===== config.mk =====
export PLATFORM = sky130hd
export DESIGN_NAME = hmm_forward_alpha_pass_unit
export DESIGN_NICKNAME = d
export VERILOG_FILES = /design/src/sv/hmmfwd_pkg.sv /design/src/sv/hmmfwd_cfg_regs.sv /design/src/sv/hmmfwd_seq.sv /design/src/sv/hmmfwd_datapath.sv /design/src/sv/hmm_forward_alpha_pass_unit.sv
export SDC_FILE = /design/constraint.sdc
export NUM_CORES = 2
export LEC_CHECK = 0
export BUFFER_PORTS_ARGS = -buffer_cell sky130_fd_sc_hd__buf_2
export CAP_MARGIN = 30
export CELL_PAD_IN_SITES_DETAIL_PLACEMENT = 1
export CELL_PAD_IN_SITES_GLOBAL_PLACEMENT = 2
export CORE_MARGIN = 2
export CORE_UTILIZATION = 44
export CTS_CLUSTER_SIZE = 24
export DETAILED_ROUTE_END_ITERATION = 6
export PLACE_DENSITY = 0.95
export SETUP_SLACK_MARGIN = 0.4
export SKIP_LAST_GASP = 1
export SLEW_MARGIN = 20
export SYNTH_ARGS = -nofsm -noshare
export SYNTH_HDL_FRONTEND = slang
export SYNTH_SLANG_ARGS = --single-unit

===== constraint.sdc =====
create_clock -name i_clk -period 17.4 [get_ports i_clk]
set_clock_uncertainty 0.15 [all_clocks]
set_input_delay 0.87 -clock i_clk [delete_from_list [all_inputs] [get_ports i_clk]]
set_output_delay 0.87 -clock i_clk [all_outputs]
set_load 0.02 [all_outputs]

===== src/sv/hmmfwd_pkg.sv =====
// Shared types, codes and the control program of the HMM forward-pass unit.
package hmmfwd_pkg;

    localparam int OUT_W      = 32;
    localparam int PC_W       = 5;
    localparam int CFG_ADDR_W = 6;
    localparam int CFG_DATA_W = 64;

    localparam logic [2:0] REG_TRANS0 = 3'd0;
    localparam logic [2:0] REG_TRANS1 = 3'd1;
    localparam logic [2:0] REG_EMIT0  = 3'd2;
    localparam logic [2:0] REG_EMIT1  = 3'd3;
    localparam logic [2:0] REG_INIT   = 3'd4;

    localparam logic [31:0] TRANS0_RST = 32'd1288549171;
    localparam logic [31:0] TRANS1_RST = 32'd2577032806;
    localparam logic [47:0] EMIT0_RST  = 48'd140739206322586;
    localparam logic [47:0] EMIT1_RST  = 48'd28150074684211;
    localparam logic [31:0] INIT_RST   = 32'd1718000026;

    localparam logic [1:0] SYM_INVALID = 2'd3;

    localparam logic [1:0] MUL_NONE = 2'd0;
    localparam logic [1:0] MUL_LO   = 2'd1;
    localparam logic [1:0] MUL_HI   = 2'd2;

    localparam logic [1:0] A_F0   = 2'd0;
    localparam logic [1:0] A_F1   = 2'd1;
    localparam logic [1:0] A_S    = 2'd2;
    localparam logic [1:0] A_INIT = 2'd3;

    localparam logic [1:0] P_T0   = 2'd0;
    localparam logic [1:0] P_T1   = 2'd1;
    localparam logic [1:0] P_EMIT = 2'd2;

    localparam logic [2:0] WR_NONE = 3'd0;
    localparam logic [2:0] WR_M0   = 3'd1;
    localparam logic [2:0] WR_S    = 3'd2;
    localparam logic [2:0] WR_NV   = 3'd3;
    localparam logic [2:0] WR_NVF  = 3'd4;

    localparam logic JMP_NEXT  = 1'b0;
    localparam logic JMP_FIRST = 1'b1;

    localparam logic [PC_W-1:0] UA_START = 5'd0;
    localparam logic [PC_W-1:0] UA_FIRST = 5'd14;

    typedef struct packed {
        logic [1:0]      mul;
        logic [1:0]      asel;
        logic [1:0]      psel;
        logic            mst;
        logic [2:0]      wr;
        logic            wst;
        logic            jmp;
        logic [PC_W-1:0] target;
        logic            done;
    } t_uword;

    typedef struct packed {
        logic   en;
        t_uword uw;
    } t_dp_ctrl;

    function automatic t_uword uw(
        input logic [1:0]      mul,
        input logic [1:0]      asel,
        input logic [1:0]      psel,
        input logic            mst,
        input logic [2:0]      wr,
        input logic            wst,
        input logic            jmp,
        input logic [PC_W-1:0] target,
        input logic            done
    );
        t_uword w;
        w.mul    = mul;
        w.asel   = asel;
        w.psel   = psel;
        w.mst    = mst;
        w.wr     = wr;
        w.wst    = wst;
        w.jmp    = jmp;
        w.target = target;
        w.done   = done;
        return w;
    endfunction

    function automatic t_uword ucode_rom(input logic [PC_W-1:0] pc);
        t_uword w;
        case (pc)
            5'd0:  w = uw(MUL_LO,   A_F0,   P_T0,   1'b0, WR_NONE, 1'b0, JMP_FIRST,
                          UA_FIRST, 1'b0);
            5'd1:  w = uw(MUL_HI,   A_F0,   P_T0,   1'b0, WR_NONE, 1'b0, JMP_NEXT,
                          UA_START, 1'b0);
            5'd2:  w = uw(MUL_LO,   A_F1,   P_T1,   1'b0, WR_M0,   1'b0, JMP_NEXT,
                          UA_START, 1'b0);
            5'd3:  w = uw(MUL_HI,   A_F1,   P_T1,   1'b0, WR_NONE, 1'b0, JMP_NEXT,
                          UA_START, 1'b0);
            5'd4:  w = uw(MUL_LO,   A_F0,   P_T0,   1'b1, WR_S,    1'b0, JMP_NEXT,
                          UA_START, 1'b0);
            5'd5:  w = uw(MUL_HI,   A_F0,   P_T0,   1'b1, WR_NONE, 1'b0, JMP_NEXT,
                          UA_START, 1'b0);
            5'd6:  w = uw(MUL_LO,   A_S,    P_EMIT, 1'b0, WR_M0,   1'b0, JMP_NEXT,
                          UA_START, 1'b0);
            5'd7:  w = uw(MUL_HI,   A_S,    P_EMIT, 1'b0, WR_NONE, 1'b0, JMP_NEXT,
                          UA_START, 1'b0);
            5'd8:  w = uw(MUL_LO,   A_F1,   P_T1,   1'b1, WR_NV,   1'b0, JMP_NEXT,
                          UA_START, 1'b0);
            5'd9:  w = uw(MUL_HI,   A_F1,   P_T1,   1'b1, WR_NONE, 1'b0, JMP_NEXT,
                          UA_START, 1'b0);
            5'd10: w = uw(MUL_NONE, A_F0,   P_T0,   1'b0, WR_S,    1'b0, JMP_NEXT,
                          UA_START, 1'b0);
            5'd11: w = uw(MUL_LO,   A_S,    P_EMIT, 1'b1, WR_NONE, 1'b0, JMP_NEXT,
                          UA_START, 1'b0);
            5'd12: w = uw(MUL_HI,   A_S,    P_EMIT, 1'b1, WR_NONE, 1'b0, JMP_NEXT,
                          UA_START, 1'b0);
            5'd13: w = uw(MUL_NONE, A_F0,   P_T0,   1'b0, WR_NV,   1'b1, JMP_NEXT,
                          UA_START, 1'b1);
            5'd14: w = uw(MUL_LO,   A_INIT, P_EMIT, 1'b0, WR_NONE, 1'b0, JMP_NEXT,
                          UA_START, 1'b0);
            5'd15: w = uw(MUL_HI,   A_INIT, P_EMIT, 1'b0, WR_NONE, 1'b0, JMP_NEXT,
                          UA_START, 1'b0);
            5'd16: w = uw(MUL_LO,   A_INIT, P_EMIT, 1'b1, WR_NVF,  1'b0, JMP_NEXT,
                          UA_START, 1'b0);
            5'd17: w = uw(MUL_HI,   A_INIT, P_EMIT, 1'b1, WR_NONE, 1'b0, JMP_NEXT,
                          UA_START, 1'b0);
            5'd18: w = uw(MUL_NONE, A_F0,   P_T0,   1'b0, WR_NVF,  1'b1, JMP_NEXT,
                          UA_START, 1'b1);
            default: w = uw(MUL_NONE, A_F0, P_T0,   1'b0, WR_NONE, 1'b0, JMP_NEXT,
                          UA_START, 1'b1);
        endcase
        return w;
    endfunction

endpackage


===== src/sv/hmmfwd_cfg_regs.sv =====
// APB-style register file holding the model probabilities.
module hmmfwd_cfg_regs import hmmfwd_pkg::*; (
    input  logic                  i_clk,
    input  logic                  i_rst_n,
    input  logic                  psel,
    input  logic                  penable,
    input  logic                  pwrite,
    input  logic [CFG_ADDR_W-1:0] paddr,
    input  logic [CFG_DATA_W-1:0] pwdata,
    output logic [CFG_DATA_W-1:0] prdata,
    output logic                  pready,
    output logic [31:0]           o_trans_from0,
    output logic [31:0]           o_trans_from1,
    output logic [47:0]           o_emit_state0,
    output logic [47:0]           o_emit_state1,
    output logic [31:0]           o_init_probs
);

    logic [31:0] r_trans0;
    logic [31:0] r_trans1;
    logic [47:0] r_emit0;
    logic [47:0] r_emit1;
    logic [31:0] r_init;
    logic        wr_en;
    logic [2:0]  reg_idx;

    assign pready  = 1'b1;
    assign wr_en   = psel && penable && pwrite;
    assign reg_idx = paddr[CFG_ADDR_W-1:3];

    always_ff @(posedge i_clk) begin
        if (!i_rst_n) begin
            r_trans0 <= TRANS0_RST;
            r_trans1 <= TRANS1_RST;
            r_emit0  <= EMIT0_RST;
            r_emit1  <= EMIT1_RST;
            r_init   <= INIT_RST;
        end else if (wr_en) begin
            case (reg_idx)
                REG_TRANS0: r_trans0 <= pwdata[31:0];
                REG_TRANS1: r_trans1 <= pwdata[31:0];
                REG_EMIT0:  r_emit0  <= pwdata[47:0];
                REG_EMIT1:  r_emit1  <= pwdata[47:0];
                REG_INIT:   r_init   <= pwdata[31:0];
                default: ;
            endcase
        end
    end

    always_comb begin
        case (reg_idx)
            REG_TRANS0: prdata = CFG_DATA_W'(r_trans0);
            REG_TRANS1: prdata = CFG_DATA_W'(r_trans1);
            REG_EMIT0:  prdata = CFG_DATA_W'(r_emit0);
            REG_EMIT1:  prdata = CFG_DATA_W'(r_emit1);
            REG_INIT:   prdata = CFG_DATA_W'(r_init);
            default:    prdata = '0;
        endcase
    end

    assign o_trans_from0 = r_trans0;
    assign o_trans_from1 = r_trans1;
    assign o_emit_state0 = r_emit0;
    assign o_emit_state1 = r_emit1;
    assign o_init_probs  = r_init;

endmodule


===== src/sv/hmmfwd_seq.sv =====
// Microcode sequencer: step counter, control ROM fetch and first-symbol branch.
module hmmfwd_seq import hmmfwd_pkg::*; (
    input  logic     i_clk,
    input  logic     i_rst_n,
    input  logic     i_start,
    input  logic     i_first,
    input  logic     i_out_free,
    output logic     o_busy,
    output t_dp_ctrl o_ctrl
);

    logic [PC_W-1:0] r_pc;
    logic [PC_W-1:0] n_pc;
    logic            r_busy;
    logic            r_first;
    t_uword          word;
    logic            fire;

    assign word = ucode_rom(r_pc);
    assign fire = r_busy && !(word.done && !i_out_free);

    always_comb begin
        n_pc = r_pc;
        if (i_start) begin
            n_pc = UA_START;
        end else if (fire) begin
            if (word.jmp == JMP_FIRST && r_first) begin
                n_pc = word.target;
            end else begin
                n_pc = r_pc + PC_W'(1);
            end
        end
    end

    always_ff @(posedge i_clk) begin
        if (!i_rst_n) begin
            r_pc    <= UA_START;
            r_busy  <= 1'b0;
            r_first <= 1'b0;
        end else begin
            r_pc <= n_pc;
            if (i_start) begin
                r_busy  <= 1'b1;
                r_first <= i_first;
            end else if (fire && word.done) begin
                r_busy <= 1'b0;
            end
        end
    end

    assign o_busy    = r_busy;
    assign o_ctrl.en = fire;
    assign o_ctrl.uw = word;

endmodule


===== src/sv/hmmfwd_datapath.sv =====
// Shared multiplier, accumulator, forward-value registers and result registers.
module hmmfwd_datapath import hmmfwd_pkg::*; #(
    parameter int PROB_BITS = 16,
    parameter int FWD_BITS  = 32
) (
    input  logic             i_clk,
    input  logic             i_rst_n,
    input  logic             i_start,
    input  logic [1:0]       i_symbol,
    input  logic             i_last,
    input  t_dp_ctrl         i_ctrl,
    input  logic [31:0]      i_trans_from0,
    input  logic [31:0]      i_trans_from1,
    input  logic [47:0]      i_emit_state0,
    input  logic [47:0]      i_emit_state1,
    input  logic [31:0]      i_init_probs,
    output logic [OUT_W-1:0] o_forward0,
    output logic [OUT_W-1:0] o_forward1,
    output logic [OUT_W-1:0] o_seq_prob,
    output logic             o_last_out
);

    localparam int XW  = (FWD_BITS > PROB_BITS) ? FWD_BITS : PROB_BITS;
    localparam int HW  = (XW + 1) / 2;
    localparam int LW  = XW - HW;
    localparam int AW  = XW + PROB_BITS;
    localparam int RW  = (3 * PROB_BITS > 48) ? 3 * PROB_BITS : 48;
    localparam int SHL = (FWD_BITS >= 2 * PROB_BITS) ? FWD_BITS - 2 * PROB_BITS : 0;
    localparam int SHR = (FWD_BITS >= 2 * PROB_BITS) ? 0 : 2 * PROB_BITS - FWD_BITS;

    function automatic logic [PROB_BITS-1:0] pfield(input logic [RW-1:0] r,
                                                    input logic [1:0] k);
        return r[k*PROB_BITS +: PROB_BITS];
    endfunction

    function automatic logic [FWD_BITS-1:0] sat_add(input logic [FWD_BITS-1:0] a,
                                                    input logic [FWD_BITS-1:0] b);
        logic [FWD_BITS:0] s;
        s = {1'b0, a} + {1'b0, b};
        return s[FWD_BITS] ? {FWD_BITS{1'b1}} : s[FWD_BITS-1:0];
    endfunction

    function automatic logic [OUT_W-1:0] to_out(input logic [FWD_BITS-1:0] x);
        logic [FWD_BITS+OUT_W-1:0] t;
        t = (FWD_BITS + OUT_W)'(x);
        return t[OUT_W-1:0];
    endfunction

    t_uword                    w;
    logic [RW-1:0]             t0_ext;
    logic [RW-1:0]             t1_ext;
    logic [RW-1:0]             e0_ext;
    logic [RW-1:0]             e1_ext;
    logic [RW-1:0]             init_ext;
    logic [1:0]                sidx;
    logic [PROB_BITS-1:0]      emis;
    logic [XW-1:0]             a_op;
    logic [PROB_BITS-1:0]      p_op;
    logic [HW+PROB_BITS-1:0]   prod_lo;
    logic [LW+PROB_BITS-1:0]   prod_hi;
    logic [AW-1:0]             n_acc;
    logic [XW-1:0]             sh;
    logic [FWD_BITS-1:0]       sh_f;
    logic [AW+SHL-1:0]         fs_wide;
    logic [AW+SHL-1:0]         fs;
    logic [FWD_BITS-1:0]       wval;
    logic [FWD_BITS-1:0]       n_nv [2];
    logic [FWD_BITS-1:0]       sum_nv;

    logic [AW-1:0]             r_acc;
    logic [FWD_BITS-1:0]       r_m0;
    logic [FWD_BITS-1:0]       r_s;
    logic [FWD_BITS-1:0]       r_nv [2];
    logic [FWD_BITS-1:0]       r_fwd [2];
    logic [1:0]                r_sym;
    logic                      r_last;
    logic [OUT_W-1:0]          r_out_f0;
    logic [OUT_W-1:0]          r_out_f1;
    logic [OUT_W-1:0]          r_out_sum;
    logic                      r_out_last;

    assign w        = i_ctrl.uw;
    assign t0_ext   = RW'(i_trans_from0);
    assign t1_ext   = RW'(i_trans_from1);
    assign e0_ext   = RW'(i_emit_state0);
    assign e1_ext   = RW'(i_emit_state1);
    assign init_ext = RW'(i_init_probs);
    assign sidx     = {1'b0, w.mst};

    always_comb begin
        if (r_sym == SYM_INVALID) begin
            emis = '0;
        end else if (w.mst) begin
            emis = pfield(e1_ext, r_sym);
        end else begin
            emis = pfield(e0_ext, r_sym);
        end
    end

    always_comb begin
        case (w.asel)
            A_F0:    a_op = XW'(r_fwd[0]);
            A_F1:    a_op = XW'(r_fwd[1]);
            A_S:     a_op = XW'(r_s);
            A_INIT:  a_op = XW'(pfield(init_ext, sidx));
            default: a_op = '0;
        endcase
    end

    always_comb begin
        case (w.psel)
            P_T0:    p_op = pfield(t0_ext, sidx);
            P_T1:    p_op = pfield(t1_ext, sidx);
            P_EMIT:  p_op = emis;
            default: p_op = '0;
        endcase
    end

    assign prod_lo = (HW + PROB_BITS)'(a_op[HW-1:0]) * (HW + PROB_BITS)'(p_op);
    assign prod_hi = (LW + PROB_BITS)'(a_op[XW-1:HW]) * (LW + PROB_BITS)'(p_op);

    always_comb begin
        case (w.mul)
            MUL_LO:  n_acc = AW'(prod_lo);
            MUL_HI:  n_acc = r_acc + (AW'(prod_hi) << HW);
            default: n_acc = r_acc;
        endcase
    end

    assign sh   = r_acc[AW-1:PROB_BITS];
    assign sh_f = (sh > XW'({FWD_BITS{1'b1}})) ? {FWD_BITS{1'b1}} : sh[FWD_BITS-1:0];

    assign fs_wide = (AW + SHL)'(r_acc) << SHL;
    assign fs      = fs_wide >> SHR;

    assign wval = (w.wr == WR_NVF) ? fs[FWD_BITS-1:0] : sh_f;

    always_comb begin
        n_nv[0] = r_nv[0];
        n_nv[1] = r_nv[1];
        if (w.wr == WR_NV || w.wr == WR_NVF) begin
            n_nv[w.wst] = wval;
        end
    end

    assign sum_nv = sat_add(n_nv[0], n_nv[1]);

    always_ff @(posedge i_clk) begin
        if (!i_rst_n) begin
            r_fwd[0] <= '0;
            r_fwd[1] <= '0;
        end else if (i_ctrl.en && w.done) begin
            r_fwd[0] <= n_nv[0];
            r_fwd[1] <= n_nv[1];
        end
    end

    always_ff @(posedge i_clk) begin
        if (i_start) begin
            r_sym  <= i_symbol;
            r_last <= i_last;
        end
        if (i_ctrl.en) begin
            r_acc   <= n_acc;
            r_nv[0] <= n_nv[0];
            r_nv[1] <= n_nv[1];
            if (w.wr == WR_M0) begin
                r_m0 <= sh_f;
            end
            if (w.wr == WR_S) begin
                r_s <= sat_add(r_m0, sh_f);
            end
            if (w.done) begin
                r_out_f0   <= to_out(n_nv[0]);
                r_out_f1   <= to_out(n_nv[1]);
                r_out_sum  <= to_out(sum_nv);
                r_out_last <= r_last;
            end
        end
    end

    assign o_forward0 = r_out_f0;
    assign o_forward1 = r_out_f1;
    assign o_seq_prob = r_out_sum;
    assign o_last_out = r_out_last;

endmodule


===== src/sv/hmm_forward_alpha_pass_unit.sv =====
// Top level of the two-state, three-symbol HMM forward-pass unit.
//
// Input channel (i_in_valid / o_in_stall) carries one observed symbol per item
// with its first and last flags. Output channel (o_out_valid / i_out_stall)
// carries one result per item: both forward values, their saturated sum and
// the echoed last flag. Model probabilities sit in five registers on the
// APB-style port at byte addresses 0, 8, 16, 24 and 32.
// A small control program in ROM steps one shared multiplier through the
// recursion, at most one partial product per cycle:
//   first symbol of a sequence: initial times emission probability per state,
//   later symbols: six products of two halves each.
// One item is worked on at a time; o_in_stall is high while it runs, so a
// new item is taken the cycle after the result is loaded. A waiting result
// does not block the next item; only the final step holds while the output
// register is still full and stalled.
// Reset clears the forward values to zero, loads the default model
// probabilities and empties the output register.
module hmm_forward_alpha_pass_unit import hmmfwd_pkg::*; #(
    parameter int PROB_BITS = 16,
    parameter int FWD_BITS  = 32
) (
    input  logic                  i_clk,
    input  logic                  i_rst_n,
    input  logic                  i_in_valid,
    output logic                  o_in_stall,
    input  logic [1:0]            i_symbol,
    input  logic                  i_first,
    input  logic                  i_last,
    output logic                  o_out_valid,
    input  logic                  i_out_stall,
    output logic [OUT_W-1:0]      o_forward0,
    output logic [OUT_W-1:0]      o_forward1,
    output logic [OUT_W-1:0]      o_seq_prob,
    output logic                  o_last_out,
    input  logic                  psel,
    input  logic                  penable,
    input  logic                  pwrite,
    input  logic [CFG_ADDR_W-1:0] paddr,
    input  logic [CFG_DATA_W-1:0] pwdata,
    output logic [CFG_DATA_W-1:0] prdata,
    output logic                  pready
);

    logic        busy;
    logic        start;
    logic        out_free;
    logic        r_out_valid;
    t_dp_ctrl    ctrl;
    logic [31:0] trans_from0;
    logic [31:0] trans_from1;
    logic [47:0] emit_state0;
    logic [47:0] emit_state1;
    logic [31:0] init_probs;

    assign start    = i_in_valid && !busy;
    assign out_free = !r_out_valid || !i_out_stall;

    always_ff @(posedge i_clk) begin
        if (!i_rst_n) begin
            r_out_valid <= 1'b0;
        end else if (ctrl.en && ctrl.uw.done) begin
            r_out_valid <= 1'b1;
        end else if (!i_out_stall) begin
            r_out_valid <= 1'b0;
        end
    end

    hmmfwd_cfg_regs u_cfg (
        .i_clk         (i_clk),
        .i_rst_n       (i_rst_n),
        .psel          (psel),
        .penable       (penable),
        .pwrite        (pwrite),
        .paddr         (paddr),
        .pwdata        (pwdata),
        .prdata        (prdata),
        .pready        (pready),
        .o_trans_from0 (trans_from0),
        .o_trans_from1 (trans_from1),
        .o_emit_state0 (emit_state0),
        .o_emit_state1 (emit_state1),
        .o_init_probs  (init_probs)
    );

    hmmfwd_seq u_seq (
        .i_clk      (i_clk),
        .i_rst_n    (i_rst_n),
        .i_start    (start),
        .i_first    (i_first),
        .i_out_free (out_free),
        .o_busy     (busy),
        .o_ctrl     (ctrl)
    );

    hmmfwd_datapath #(
        .PROB_BITS (PROB_BITS),
        .FWD_BITS  (FWD_BITS)
    ) u_dp (
        .i_clk         (i_clk),
        .i_rst_n       (i_rst_n),
        .i_start       (start),
        .i_symbol      (i_symbol),
        .i_last        (i_last),
        .i_ctrl        (ctrl),
        .i_trans_from0 (trans_from0),
        .i_trans_from1 (trans_from1),
        .i_emit_state0 (emit_state0),
        .i_emit_state1 (emit_state1),
        .i_init_probs  (init_probs),
        .o_forward0    (o_forward0),
        .o_forward1    (o_forward1),
        .o_seq_prob    (o_seq_prob),
        .o_last_out    (o_last_out)
    );

    assign o_in_stall  = busy;
    assign o_out_valid = r_out_valid;

endmodule

==> results.sh <==
export IMPL_die_h_um=323
export IMPL_dp_hpwl_mm=107
export IMPL_fin_crit_ns=11.41
export IMPL_cp_start_kind="register"
export IMPL_post_synth_top_area_cell="edfxtp_1"
export IMPL_holdPathStages=1
export IMPL_synth_top_area_share_pct=22.9
export IMPL_crit_required_ns=17.65
export IMPL_dieArea_um2=104000
export IMPL_top_layer_used="met5"
export IMPL_cts_tree="done"
export IMPL_wl_met1_mm=63.5
export IMPL_setup_tns_ns=0
export IMPL_areaGrowthSynthToFinish_pct=10.4
export IMPL_finalCritPeriodShare_pct=65.6
export IMPL_cts_repair_resized=0
export IMPL_synth_area_leaders="edfxtp_1 23%, fa_1 18%, dfxtp_1 9.5%"
export IMPL_clkTransAtPathRegs_ns=0.06
export IMPL_avgRoutedWirePerCell_um=23.7
export IMPL_syn_area_per_cell_um2=9.48
export IMPL_postCtsSetupRepairBufs=0
export IMPL_rows=116
export IMPL_finish_utilization_pct=49.1
export IMPL_synth_seq_area_share_pct=32.4
export IMPL_finalMaxSlewViolations=0
export IMPL_stdcell_count=6252
export IMPL_track_usage_pct=28.7
export IMPL_design_portCount=245
export IMPL_antenna_left=0
export IMPL_htreeDepth=2
export IMPL_synth_top_flop_cell="edfxtp_1"
export IMPL_hold_buffers=0
export IMPL_end_kind="register"
export IMPL_r2r_end="u_dp.fs[47]"
export IMPL_synth_edf_count=340
export IMPL_cp_num_buf_inv=9
export IMPL_final_common_cell="nand2_1"
export IMPL_cts_root_buf="clkbuf_16"
export IMPL_fin_nets=5626
export IMPL_yosysWarnings=0
export IMPL_final_hold_viol_count=0
export IMPL_synthCells=4710
export IMPL_grt_pass1_vias=38600
export IMPL_fp_dieW_um=323
export IMPL_yosys_register_bits=552
export IMPL_core_area_um2=100000
export IMPL_yosysUniqueCellTypes=81
export IMPL_holdCritStartpoint="i_last"
export IMPL_final_cell_mix="896 x nand2_1, 506 x inv_1, 391 x fa_1"
export IMPL_tightest_slew_ns=1.02
export IMPL_dr_wl_met2_mm=70.0
export IMPL_holdPathEnd="u_dp.r_last"
export IMPL_arrival_ns=11.66
export IMPL_cp_max_fo=52
export IMPL_io_buffers=208
export IMPL_cts_path_max_buffers=3
export IMPL_timing_hold_ws_ns=0.240
export IMPL_ff2ff_path_depth=38
export IMPL_timing_rr_start="u_seq.word[15]"
export IMPL_first_pass_iters=5
export IMPL_num_vias=36000
export IMPL_fmax_ghz=0.0876
export IMPL_clock_sinks=552
export IMPL_grt_overflow=0
export IMPL_maxCapViolations=0
export IMPL_hold_class="input port to register"
export IMPL_drive_gt1_share_pct=10.4
export IMPL_critical_path_class="register to register"
export IMPL_postRouteWirelength_mm=148
export IMPL_placed_cells=6130
export IMPL_wl_met3_mm=9.67
export IMPL_vias_per_cell=5.76
export IMPL_drt_initial_drc_count=3042
export IMPL_grt_max_degree=108
export IMPL_rsz0062_at_grt="no"
export IMPL_antenna_found_initial=11
export IMPL_cts_buffers=61
export IMPL_slowest_stage="a311oi_1"
export IMPL_rrSetupSlack_ns=5.99
export IMPL_crit_path_max_incr_delay_ns=0.93
export IMPL_drcViolationCount=0
export IMPL_syn_area_um2=44700
export IMPL_relSlewSlack_pct=31.3
export IMPL_initial_utilization_pct=44.5
export IMPL_postSynth_asyncResetShare_pct=0
export IMPL_setup_viol=0
export IMPL_gp_congestion=0.881
export IMPL_crit_family="adder cells"
export IMPL_status="finished, final reports clean"
export IMPL_grt_pass1_wl_mm=229
export IMPL_clock_latency_ns=0.67
-- cells by family after synthesis --
| kind of cell | synth area share [%] |
|---|---|
| xor gates and xnor gates | 2.33 |
| AOI/OAI and AO/OA | 11.5 |
| DFF | 32.4 |
| adders and majority gates | 26.4 |
| other | 0.0168 |
| muxes | 5.08 |
| and+or+nand+nor | 15.9 |
| buffers and inverters | 6.46 |
-- flip-flops by register name, summed over array words and instances, names as in the netlist --
| name | flops |
|---|---|
| u_dp.r_fwd | 64 |
| u_dp.o_forward1 | 32 |
| u_dp.r_nv | 64 |
| u_dp.o_last_out | 1 |
| u_dp.r_last | 1 |
| u_dp.r_sym | 2 |
| u_seq.o_busy | 1 |
| u_cfg.o_trans_from0 | 32 |
| u_dp.r_s | 32 |
| o_out_valid | 1 |
| u_seq.r_pc | 5 |
| u_seq.r_first | 1 |
| u_dp.o_forward0 | 32 |
| u_dp.r_m0 | 32 |
| u_cfg.o_emit_state1 | 48 |
| u_cfg.o_init_probs | 32 |
| u_dp.fs | 48 |
| u_dp.o_seq_prob | 32 |
| u_cfg.o_emit_state0 | 48 |
| u_cfg.o_trans_from1 | 32 |
| u_seq.word | 12 |
-- synth_stat cells (all sizes together), types with 12 or more instances --
library cell / number
xor2: 46
o211ai: 12
or3: 12
mux2i: 111
nor3: 32
nand2b: 51
inv: 509
nand3: 114
and3: 15
mux4: 45
ha: 316
o21bai: 24
nor2: 304
buf: 47
a21o: 81
a211oi: 19
clkbuf: 190
mux2: 13
a221o: 32
dfxtp: 212
edfxtp: 340
o21a: 35
fa: 391
xnor2: 73
o21ai: 179
a21boi: 112
a31oi: 13
a22o: 20
nor2b: 126
a21oi: 180
and2: 37
nand2: 903
-- metrics by stage --
stage	setup WS (ns)	instance area [µm²]
floorplan	7.98	44700
global placement	6.18	47200
detailed placement	6.19	47200
CTS	6.11	49300
global route	5.45	49300
finish	5.99	49300
-- final cells by class --
type                    instances  area (µm²)
repair buffers                287        1650
clock buffers                  80        1680
clock inverters                35         377
flip-flops and latches        552       14500
diodes                          5        12.5
fillers                     11500       51100
well taps                    1357        1700
inverters                     511        1920
multi-input cells            3425       27500
-- routing by layer --
layer	track usage, %	vias up
met5	0	-
met4	9.23	6
met3	4.21	298
met2	47.5	1244
met1	38.8	18500
li1	-	15900
-- how the worst max path moves through the flow --
| stage | depth (start not counted) | from | slack [ns] | to |
|---|---|---|---|---|
| 2_1_floorplan | 38 | u_seq.word[11] | 7.98 | u_dp.fs[45] |
| 3_3_place_gp | 36 | u_seq.word[11] | 6.18 | u_dp.fs[47] |
| 3_5_place_dp | 38 | u_seq.word[15] | 6.19 | u_dp.fs[47] |
| 4_1_cts | 38 | u_seq.word[15] | 6.11 | u_dp.fs[47] |
| 5_1_grt | 40 | u_seq.word[15] | 5.45 | u_dp.fs[47] |
| 6_report | 38 | u_seq.word[15] | 5.99 | u_dp.fs[47] |
Power is not shown: default switching activity piles up to over one toggle a cycle in this logic, so the estimate is an artifact.
